==> src/hw/rtl/atbs_pkg.sv <==
// Package for the alias table builder and sampler: constants, codes, types.
// No dependencies; used by the divider, datapath, controller and top level.
`timescale 1ns / 1ps
package atbs_pkg;
  localparam int MaxEntries = 64;
  localparam int IdxBits = 6;
  localparam int CntBits = 7;
  localparam int WeightBits = 16;
  localparam int FracBits = 16;
  localparam int SumBits = 22;
  localparam int ScBits = 23;
  localparam int ThBits = 17;
  localparam int ProdBits = 45;
  localparam int QuoBits = ProdBits - SumBits;

  typedef logic [2:0] status_t;
  localparam status_t StOk = 3'd0;
  localparam status_t StBuilt = 3'd1;
  localparam status_t StNotBuilt = 3'd2;
  localparam status_t StZeroSum = 3'd3;
  localparam status_t StBadCol = 3'd4;

  typedef enum logic [3:0] {
    S_IDLE, S_DIV_START, S_DIV_WAIT, S_PAIR_RD, S_PAIR_WAIT, S_PAIR_UPD,
    S_FLUSH_RD, S_FLUSH_WR
  } state_t;

  typedef struct packed {
    logic load;
    logic clear_set;
    logic scale_init;
    logic div_start;
    logic div_store;
    logic pair_rd;
    logic pair_upd;
    logic flush_rd;
    logic flush_wr;
    logic sample_rd;
    logic emit_status;
    status_t status;
    logic set_built;
  } ctrl_t;

  typedef struct packed {
    logic div_done;
    logic scale_last;
    logic stacks_pairable;
    logic stacks_empty;
    logic built;
    logic sum_zero;
    logic col_bad;
  } stat_t;
endpackage

==> src/hw/rtl/atbs_ctrl.sv <==
// Controller: sequences load, build passes and sampling.
// Depends on atbs_pkg.
`timescale 1ns / 1ps
module atbs_ctrl (
  input  logic clk,
  input  logic rst_n,
  input  logic start,
  input  logic in_cmd,
  input  logic in_last,
  input  atbs_pkg::stat_t stat,
  output atbs_pkg::ctrl_t ctrl,
  output logic busy
);
  import atbs_pkg::*;
  state_t state_r, state_nxt;
  logic acc;
  assign acc = start && !busy;

  always_comb begin
    state_nxt = state_r;
    unique case (state_r)
      S_IDLE: if (acc) begin
        if (in_cmd) state_nxt = S_IDLE;
        else if (in_last) state_nxt = S_DIV_START;
      end
      S_DIV_START: state_nxt = stat.sum_zero ? S_IDLE : S_DIV_WAIT;
      S_DIV_WAIT: if (stat.div_done)
        state_nxt = stat.scale_last ? S_PAIR_RD : S_DIV_START;
      S_PAIR_RD: state_nxt = stat.stacks_pairable ? S_PAIR_WAIT :
        (stat.stacks_empty ? S_IDLE : S_FLUSH_RD);
      S_PAIR_WAIT: state_nxt = S_PAIR_UPD;
      S_PAIR_UPD: state_nxt = S_PAIR_RD;
      S_FLUSH_RD: state_nxt = S_FLUSH_WR;
      S_FLUSH_WR: state_nxt = stat.stacks_empty ? S_IDLE : S_FLUSH_RD;
      default: state_nxt = S_IDLE;
    endcase
  end

  always_ff @(posedge clk) begin
    if (!rst_n) begin
      state_r <= S_IDLE;
    end else begin
      state_r <= state_nxt;
    end
  end

  always_comb begin
    ctrl = '0;
    busy = state_r != S_IDLE;
    unique case (state_r)
      S_IDLE: if (acc) begin
        if (!in_cmd) begin
          ctrl.load = 1'b1;
          ctrl.clear_set = stat.built;
          ctrl.scale_init = in_last;
        end else begin
          ctrl.sample_rd = 1'b1;
        end
      end
      S_DIV_START: begin
        if (stat.sum_zero) begin
          ctrl.emit_status = 1'b1; ctrl.status = StZeroSum;
        end else ctrl.div_start = 1'b1;
      end
      S_DIV_WAIT: ctrl.div_store = stat.div_done;
      S_PAIR_RD: begin
        if (stat.stacks_empty) begin
          ctrl.emit_status = 1'b1; ctrl.status = StBuilt; ctrl.set_built = 1'b1;
        end
      end
      S_PAIR_WAIT: ctrl.pair_rd = 1'b1;
      S_PAIR_UPD: ctrl.pair_upd = 1'b1;
      S_FLUSH_RD: ctrl.flush_rd = 1'b1;
      S_FLUSH_WR: begin
        ctrl.flush_wr = 1'b1;
        if (stat.stacks_empty) begin
          ctrl.emit_status = 1'b1; ctrl.status = StBuilt; ctrl.set_built = 1'b1;
        end
      end
      default: ctrl = '0;
    endcase
  end
endmodule

==> config.mk <==
export PLATFORM = sky130hd
export DESIGN_NAME = atbs_ctrl
export DESIGN_NICKNAME = d
export VERILOG_FILES = /design/src/hw/rtl/atbs_pkg.sv /design/src/hw/rtl/atbs_ctrl.sv
export SDC_FILE = /design/constraint.sdc
export NUM_CORES = 1
export LEC_CHECK = 0
export BUFFER_PORTS_ARGS = -buffer_cell sky130_fd_sc_hd__buf_2
export CAP_MARGIN = 10
export CORE_AREA = 4 4 41 43
export DETAILED_ROUTE_END_ITERATION = 8
export DIE_AREA = 0 0 45 47
export MAX_ROUTING_LAYER = met4
export PLACE_DENSITY = 0.55
export SLEW_MARGIN = 20
export SYNTH_ARGS = -nofsm -noshare
export SYNTH_HDL_FRONTEND = slang
export SYNTH_SLANG_ARGS = --single-unit
==> constraint.sdc <==
create_clock -name clk -period 1.5 [get_ports clk]
set_input_delay 0.3 -clock clk [delete_from_list [all_inputs] [get_ports clk]]
set_output_delay 0.3 -clock clk [all_outputs]
set_load 0.03 [all_outputs]
* Word-level counts from Yosys, hierarchy flattened
Index checks and enable logic that the tools add are counted.
Storage, ports and cells: register bits 4, input port bits 12, logic and storage cells 43
Operators by class: equal/unequal tests 10, mux-type cells 26, reduce and logical (&&, ||, !) cells 6
Operators by type and width (count):
- $pmux W4 S8 | 1
- $mux W4 | 6
- $eq A4 B3 Y1 const B | 4
- $mux W3 | 4
- $mux W1 | 11
- $eq A4 B2 Y1 const B | 2
- $pmux W4 S2 | 1
- $mux W5 | 1
- $eq A4 B1 Y1 const B | 1
- $logic_not A4 Y1 | 1
- $mux W2 | 2
- $ne A2 B2 Y1 const B | 2
- $reduce_bool A4 Y1 | 1
- $ne A3 B3 Y1 const B | 1
- $reduce_and A3 Y1 | 1
- $reduce_or A2 Y1 | 1
- $logic_and A1 B1 Y1 | 1
- $logic_not A1 Y1 | 1

* Logic depth before layout (Yosys ltp)
Gate-level depths: netlist of run 1.
depth after elaboration 5, depth in mapped cells 5

* Least setup slack after synthesis of run 1
Ideal clock, no wire load.
path type register -> output, from register state_r[2], to output ctrl[12] (netlist name), arrival 1.654 ns, data required time 1.200 ns, setup slack -0.454 ns, stages on the path, launching flop included 6, cells stage by stage dfxtp_1 -> buf_6 -> nor2_2 -> nand2_1 -> nor3_2 -> and2_1
RTL lines:
- start: declaration | RTL line atbs_ctrl.sv:15 | state_t state_r, state_nxt;
- start signal: assignment | RTL line atbs_ctrl.sv:43 | state_r <= state_nxt;
- end: declaration | RTL line atbs_ctrl.sv:11 | output atbs_pkg::ctrl_t ctrl,

==> results of run 1 <==
## layout by cell type, fill, tap and decap left out, types with 2 or more instances in the layout
master and n:
a21oi_1 4, and2_4 2, buf_2 17, buf_4 8
buf_6 7, clkbuf_4 3, dfxtp_4 3, inv_1 2
nand2_1 4, nor2_1 3, nor3_2 2
## path summary, 6_finish.rpt
check	start	to	slack (ps)
setup / recovery	state_r[2]$_SDFFE_PN0P_	ctrl[13]	-20
hold / removal	rst_n	state_r[1]$_SDFFE_PN0P_	320
setup reg to reg	state_r[1]$_SDFFE_PN0P_	state_r[1]$_SDFFE_PN0P_	180
hold reg to reg	state_r[1]$_SDFFE_PN0P_	state_r[0]$_SDFFE_PN0P_	650
## logic make-up (layout without fill, tap and decap cells)
family | after synthesis | after routing | synth area share
flops | 3 | 3 | 0.168
other cells | 1 | 1 | 0.0105
buf+inv | 8 | 39 | 0.158
compound gates | 8 | 8 | 0.137
simple gates | 27 | 27 | 0.526
## area by class of cell
cell class              instances  area [µm²]  area share
multi-input cells              36         283       0.444
flip-flops and latches          3        71.3       0.112
inverters                       3        13.8      0.0216
repair buffers                 32         224       0.352
well taps                      15        18.8      0.0295
clock buffers                   4        26.3      0.0413
## worst min-delay path, cell delays in order
cell	delay (ps)
buf_2	100
o21ai_0	70
a21oi_1	40
## metal layers
metal  vias to the layer above  GRT usage  wire length [µm]
met3                         0     0.0345                57
met4                         0     0.0526                 0
li1                        216          -                 -
met1                       176      0.139               435
met2                        11      0.203               537
met5                         -          -                 0
## power by group through the flow
| stage | sequential (mW) | clock (mW) | combinational, mW |
|---|---|---|---|
| after floorplan | 0.102 | 0 | 0.201 |
| after global placement | 0.121 | 0 | 0.223 |
| after detailed placement | 0.121 | 0 | 0.224 |
| after CTS | 0.117 | 0.154 | 0.259 |
| after global routing | 0.121 | 0.167 | 0.297 |
| final | 0.117 | 0.151 | 0.273 |
## repair_timing
item,4_1_cts,5_1_grt
endpoints found under the setup margin,10,9
resized for setup,16,10
setup buffers,4,1
pin swaps,5,1
==> impl_results.md, run 1 <==
* Clock Latency Late Sink at 240 ps
* Design Area, Final at 637 µm²
* Cts hold-fix bufs at 0
* Largest delay share family, worst path: simple AND/OR/NAND/NOR gates
* Leakage at 0.329 nW
* Final Hold Fails at 0
* Final period utilization at 1.02
* CP Max Fanout at 6
* PortBufs at 25
* Die Y-Extent at 47 µm
* # rows at 13
* CTS sink cnt at 3
* Nets at 91
* Critical Path AT at 1220 ps
* Area contributors post-synth: dfxtp_1 (17%), nor4bb_4 (7.0%), nor4b_4 (6.7%)
* 1st-pass router iterations at 2
* Sw power at 0.229 mW
* Hold depth at 3
* DP Worst Slack at 40.9 ps
* Cell Area, Synth at 357 µm²
* Final Setup Violations at 4
* Register bit total from synthesis at 3
* Cts bufs inserted at 3
* Drt first-iter violations at 4
* Count leader, synth: nand2_1
* Status: finished, violations left
* Synth warn at 0
* Register share of total power at 0.217
* Worst-path clk slew at 40 ps
* Yosys top cell by area: dfxtp_1
* CTS tree: built
* Overall power at 0.541 mW
* Seq/Total Area, Yosys at 0.168
* Post-synth cell types at 26
* Max reg flops at 3
* Area share of the largest cell type after synthesis at 0.168
* Worst vdd ir at 0.539 mV
* Worst Hold Slack at 317 ps
* Slew Limit Fails at 0
* Max Cap Violations at 0
* CP Buf/Inv Count at 1
* Worst hold path type: in -> reg
* Power density over the cells at 850 nW/µm²
* Die width at 45 µm
* Routed Antenna Nets at 0
* Clock share of power at 0.279
* Worst path required time at 1200 ps
* Number of flops mapped to enable cells by yosys at 0
* DR DRC count at 0
* GRT Util Overall at 0.123
* Setup WS post-layout at -23.0 ps
* Setup Skew at 2.28 ps
* Asr flop ratio synth at 0
* Top flop regs: state_r: 3 flops
* Layout Utilization at 0.489
* Core box area at 1300 µm²
* Layout area overhead at 78.6%
* RSZ-0062 raised after global routing: true
* Int Power at 0.313 mW
* Worst Setup Start Kind: flop
* Post-Layout Cell Count at 93
* Antenna violations before repair at 0
* Mapped Nets at 59
* Global-route wire length before repair at 1840 µm
* Delay of the slowest critical-path stage at 360 ps
* Initial Utilization at 0.274
* Cells on worst reg2reg path at 4
* Share of cells above drive strength 1 at 0.679
* Top Ports at 28
* CP max-delay cell: dfxtp_4
* DP HPWL at 744 µm
* Total Wirelength at 1030 µm
* Post-layout min period at 1520 ps
* Number of cells on the critical path at 5
* Vias in the first global route at 433
* Synthesized area per cell at 7.59 µm²
* Cell Chain, Critical Path: nor2_4 -> nand2_4 -> nor3_4 -> and2_4 -> buf_6
* Worst Path Class, Setup: reg -> out
* Routed wire per std cell at 11.1 µm
* Bufs on Longest Clock Path at 2
* Avg Vias per Cell at 4.33
* Setup TNS at -85.5 ps
* Failing checks: negative setup slack
* Top reg by flops: state_r
* Comb power frac at 0.504
* CTS root buf: clkbuf_4
* Placed Area at 508 µm²
* Die area at 2120 µm²
* Number of H-tree levels at 1
* Dpl cells at 84
* Largest net degree at the start of global routing at 9
* Via count at 403
* Worst Setup End Kind: output port
* Gpl congestion at 0.716
* ANT cells at 0
* Fillers at 142
* GRT Residual Overflow at 0
* Cells after Synth at 47
* Synth top cells by count: nand2_1 (6), a21oi_1 (4)
* Sw Share at 0.422
* Ys flop type: dfxtp_1
* Fmax at 657 MHz
No activity file was read; power rests on OpenSTA's default activity.
==> run 2, diff against run 1 <==
--- a/config.mk
+++ b/config.mk
@@ -7,9 +7,9 @@
 export LEC_CHECK = 0
 export BUFFER_PORTS_ARGS = -buffer_cell sky130_fd_sc_hd__buf_2
 export CAP_MARGIN = 10
-export CORE_AREA = 4 4 41 43
+export CORE_AREA = 2 2 39 41
 export DETAILED_ROUTE_END_ITERATION = 8
-export DIE_AREA = 0 0 45 47
+export DIE_AREA = 0 0 41 43
 export MAX_ROUTING_LAYER = met4
 export PLACE_DENSITY = 0.55
 export SLEW_MARGIN = 20
==> impl_results.md, run 2 (synthesized netlist as in run 1, its figures left out) <==
* Status: finished, violations left
* Failing checks: negative setup slack
* Global-route wire length before repair at 1390 µm
* Routed wire per std cell at 9.54 µm
* Fmax at 637 MHz
* Slew Limit Fails at 0
* Antenna violations before repair at 0
* GRT Util Overall at 0.116
* PortBufs at 25
* Top reg by flops: state_r
* Die width at 41 µm
* Internal reg-to-reg setup slack at 220 ps
* Worst path required time at 1200 ps
* Final Hold Fails at 0
* Worst Hold Slack at 329 ps
* Setup WS post-layout at -69.2 ps
* Power density over the cells at 805 nW/µm²
* Sw Share at 0.394
* Initial Utilization at 0.258
* DR DRC count at 0
* Commonest non-fill, non-tap cell in the layout: buf_2
* Final period utilization at 1.05
* Fillers at 137
* Top flop regs: state_r: 3 flops
* Layout area overhead at 95.1%
* Worst Path Class, Setup: reg -> out
* Worst hold path type: in -> reg
* Worst Setup Start Kind: flop
* DP Worst Slack at 43.1 ps
* Clock Latency Late Sink at 230 ps
* Vias in the first global route at 375
* Cts hold-fix bufs at 0
* CP Launch Point: state_r[2]$_SDFFE_PN0P_
* CTS sink cnt at 3
* Critical Path AT at 1270 ps
* CTS tree: built
* Clock share of power at 0.251
* Leakage at 0.365 nW
* Largest net degree at the start of global routing at 9
* Post-layout min period at 1570 ps
* RR Endpoint: state_r[1]$_SDFFE_PN0P_
* Routed Antenna Nets at 0
* DP HPWL at 734 µm
* Max reg flops at 3
* Gpl congestion at 0.732
* Max Cap Violations at 0
* 1st-pass router iterations at 2
* # rows at 14
* Number of H-tree levels at 1
* Register share of total power at 0.200
* Top Ports at 28
* Cts bufs inserted at 3
* CTS root buf: clkbuf_4
* Bufs on Longest Clock Path at 2
* GRT Residual Overflow at 0
* CP Max Fanout at 5
* RSZ-0062 raised after global routing: true
* Die area at 1760 µm²
* Drt first-iter violations at 1
* Worst Setup End Kind: output port
* Overall power at 0.560 mW
* Via count at 439
* FF-to-FF Start: state_r[1]$_SDFFE_PN0P_
* Placed Area at 547 µm²
* Sw power at 0.221 mW
* CP endpoint: ctrl[1]
* Share of cells above drive strength 1 at 0.702
* Total Wirelength at 954 µm
* Int Power at 0.339 mW
* Most frequent cells in the layout: buf_2 (16), buf_6 (11), buf_4 (11)
* Comb power frac at 0.550
* Setup Skew at 1.72 ps
* Cells on worst reg2reg path at 4
* Nets at 97
* Worst vdd ir at 0.384 mV
* Final Setup Violations at 6
* Core box area at 1380 µm²
* Die Y-Extent at 43 µm
* Design Area, Final at 696 µm²
* Avg Vias per Cell at 4.39
* Worst-path clk slew at 30 ps
* ANT cells at 0
## run 2: critical path, stage by stage (launching register included)
cell	delay, ps
dfxtp_4	360
buf_6	130
nor4bb_4	270
or2_4	170
buf_6	120
## run 2: per-layer routing
layer  vias to the layer above  part of all wire  GRT usage
met3                         0             0.064     0.0157
met5                         -                 0          -
met1                       193              0.41      0.135
met2                        13              0.52      0.184
li1                        233                 -          -
met4                         0                 0     0.0600
## run 2: stage by stage
| stage | TNS (ps) | util | cells |
|---|---|---|---|
| finish | -189 | 0.503 | 100 |
| CTS | -338 | 0.486 | 99 |
| global route | -678 | 0.503 | 100 |
| detailed placement | 0 | 0.395 | 90 |
| floorplan | -490 | - | 47 |
| global placement | 0 | 0.395 | 90 |
## run 2: power by group through the flow
stage / Combinational, mW / Sequential (mW) / Clock [mW]
floorplan: 0.201 / 0.102 / 0
global placement: 0.246 / 0.115 / 0
detailed placement: 0.248 / 0.115 / 0
CTS: 0.295 / 0.111 / 0.150
global route: 0.331 / 0.113 / 0.149
finish: 0.308 / 0.112 / 0.140
## run 2: cell type report
cell class / instances / area, µm² / area share
Clock buffer: 4 / 26.3 / 0.0378
Inverter: 3 / 11.3 / 0.0162
Multi-Input combinational cell: 36 / 280 / 0.403
Sequential cell: 3 / 71.3 / 0.103
Tap cell: 16 / 20.0 / 0.0288
Timing Repair Buffer: 38 / 287 / 0.412
## run 2: repair_timing
action,in CTS,in global routing
cloned,0,0
pin swaps,7,4
setup endpoints to repair,12,10
buffers inserted,5,1
resized for setup,22,6
## run 2: worst min-delay path by stage
stage          start                 endpoint  depth (start not counted)
3_5_place_dp   rst_n  state_r[1]$_SDFFE_PN0P_                          3
2_1_floorplan  rst_n  state_r[1]$_SDFFE_PN0P_                          2
6_report       rst_n  state_r[1]$_SDFFE_PN0P_                          3
4_1_cts        rst_n  state_r[1]$_SDFFE_PN0P_                          3
3_3_place_gp   rst_n  state_r[1]$_SDFFE_PN0P_                          3
5_1_grt        rst_n  state_r[0]$_SDFFE_PN0P_                          3
==> run 3, diff against run 2 <==
--- a/config.mk
+++ b/config.mk
@@ -12,6 +12,7 @@
 export DIE_AREA = 0 0 41 43
 export MAX_ROUTING_LAYER = met4
 export PLACE_DENSITY = 0.55
+export SETUP_SLACK_MARGIN = 0.3
 export SLEW_MARGIN = 20
 export SYNTH_ARGS = -nofsm -noshare
 export SYNTH_HDL_FRONTEND = slang
==> impl_results.md, run 3 (synthesized netlist as in run 1, its figures left out) <==
* Status: finished, violations left
* Failing checks: negative setup slack
* DP HPWL at 718 µm
* Avg Vias per Cell at 4.44
* Via count at 448
* Int Power at 0.359 mW
* Top flop regs: state_r: 3 flops
* Number of H-tree levels at 1
* # rows at 14
* Vias in the first global route at 407
* Worst path required time at 1200 ps
* Max reg flops at 3
* Top Ports at 28
* Core box area at 1380 µm²
* CTS root buf: clkbuf_4
* PortBufs at 25
* Setup Skew at 1.04 ps
* Overall power at 0.591 mW
* Routed Antenna Nets at 0
* GRT Residual Overflow at 0
* Antenna violations before repair at 0
* Initial Utilization at 0.258
* Bufs on Longest Clock Path at 2
* Sw Share at 0.392
* Die width at 41 µm
* Drt first-iter violations at 1
* Top reg by flops: state_r
* Final Setup Violations at 5
* Slew Limit Fails at 0
* Cts bufs inserted at 3
* Worst-path clk slew at 40 ps
* Global-route wire length before repair at 1650 µm
* 1st-pass router iterations at 4
* Worst Setup Start Kind: flop
* Worst Hold Slack at 330 ps
* Post-layout min period at 1520 ps
* Share of cells above drive strength 1 at 0.718
* Cts hold-fix bufs at 0
* DP Worst Slack at 49.1 ps
* Power density over the cells at 765 nW/µm²
* Leakage at 0.374 nW
* Final Hold Fails at 0
* CTS tree: built
* Final period utilization at 1.02
* Die Y-Extent at 43 µm
* Commonest non-fill, non-tap cell in the layout: buf_6
* Layout area overhead at 117%
* Gpl congestion at 0.705
* Clock share of power at 0.233
* Sw power at 0.232 mW
* Worst Path Class, Setup: reg -> out
* CP Max Fanout at 5
* Die area at 1760 µm²
* Most frequent cells in the layout: buf_6 (16), buf_4 (12), buf_2 (10)
* DR DRC count at 0
* Worst Setup End Kind: output port
* GRT Util Overall at 0.141
* Nets at 98
* Max Cap Violations at 0
* Critical Path AT at 1220 ps
* Clock Latency Late Sink at 230 ps
* Placed Area at 548 µm²
* CTS sink cnt at 3
* Design Area, Final at 773 µm²
* Total Wirelength at 1050 µm
* Worst vdd ir at 0.462 mV
* Register share of total power at 0.196
* Layout Utilization at 0.559
* ANT cells at 0
* Worst hold path type: in -> reg
* Fmax at 656 MHz
* RSZ-0062 raised after global routing: true
* Comb power frac at 0.571
* Setup WS post-layout at -24.7 ps
* Largest net degree at the start of global routing at 10
* Routed wire per std cell at 10.4 µm
==> run 3: changes by cell type in the layout (fill, tap and decap cells not counted) <==
cell,change
and3_1,-1
and3_2,-1
and3_4,+2
buf_12,+1
buf_2,-6
buf_4,+1
buf_6,+5
inv_2,-1
inv_4,+1
nor3_2,-2
nor3_4,+2
==> run 3: what timing repair did <==
action / 4_1_cts / 5_1_grt
endpoints found under the setup margin: 16 / 16
pin swaps: 2 / 2
setup buffers: 3 / 6
resized for setup: 34 / 7
==> run 3: area by class of cell <==
type                            instances  area [µm²]
Timing Repair Buffer                   39         340
Clock buffer                            4        26.3
Tap cell                               16        20.0
Multi-Input combinational cell         36         302
Sequential cell                         3        71.3
Inverter                                3        13.8
Fill cell                             134         611
==> run 3: worst paths after layout <==
path / from / to / slack, ps / cells after the start
max: state_r[2]$_SDFFE_PN0P_ / ctrl[13] / -20 / 5
min reg2reg: state_r[1]$_SDFFE_PN0P_ / state_r[0]$_SDFFE_PN0P_ / 640 / 3
max reg2reg: state_r[1]$_SDFFE_PN0P_ / state_r[1]$_SDFFE_PN0P_ / 240 / 4
min: rst_n / state_r[2]$_SDFFE_PN0P_ / 330 / 3
==> run 3: metal layers <==
| layer | vias to the layer above | global-route usage | share of wire |
|---|---|---|---|
| met2 | 10 | 0.206 | 0.55 |
| met3 | 0 | 0.0314 | 0.028 |
| met5 | - | - | 0 |
| met4 | 0 | 0.0800 | 0 |
| met1 | 203 | 0.170 | 0.42 |
| li1 | 235 | - | - |
==> run 3: power by group through the flow <==
| stage | Clock, mW | Combinational, mW | Sequential [mW] |
|---|---|---|---|
| after floorplan | 0 | 0.211 | 0.103 |
| after global placement | 0 | 0.250 | 0.120 |
| after detailed placement | 0 | 0.252 | 0.120 |
| after CTS | 0.148 | 0.296 | 0.119 |
| after global routing | 0.156 | 0.362 | 0.117 |
| final | 0.138 | 0.338 | 0.116 |
==> run 3: critical path, cell delays in order (launching register included) <==
cell	delay [ps]
dfxtp_4	360
nor2_4	130
nand2_4	60
nor3_4	150
and2_4	170
buf_6	120
==> run 3: per-stage QoR <==
stage          setup TNS (ps)  std cells
2_1_floorplan            -522         47
3_3_place_gp                0         88
3_5_place_dp                0         88
4_1_cts                  -136         95
5_1_grt                  -693        101
6_report                -91.9        101
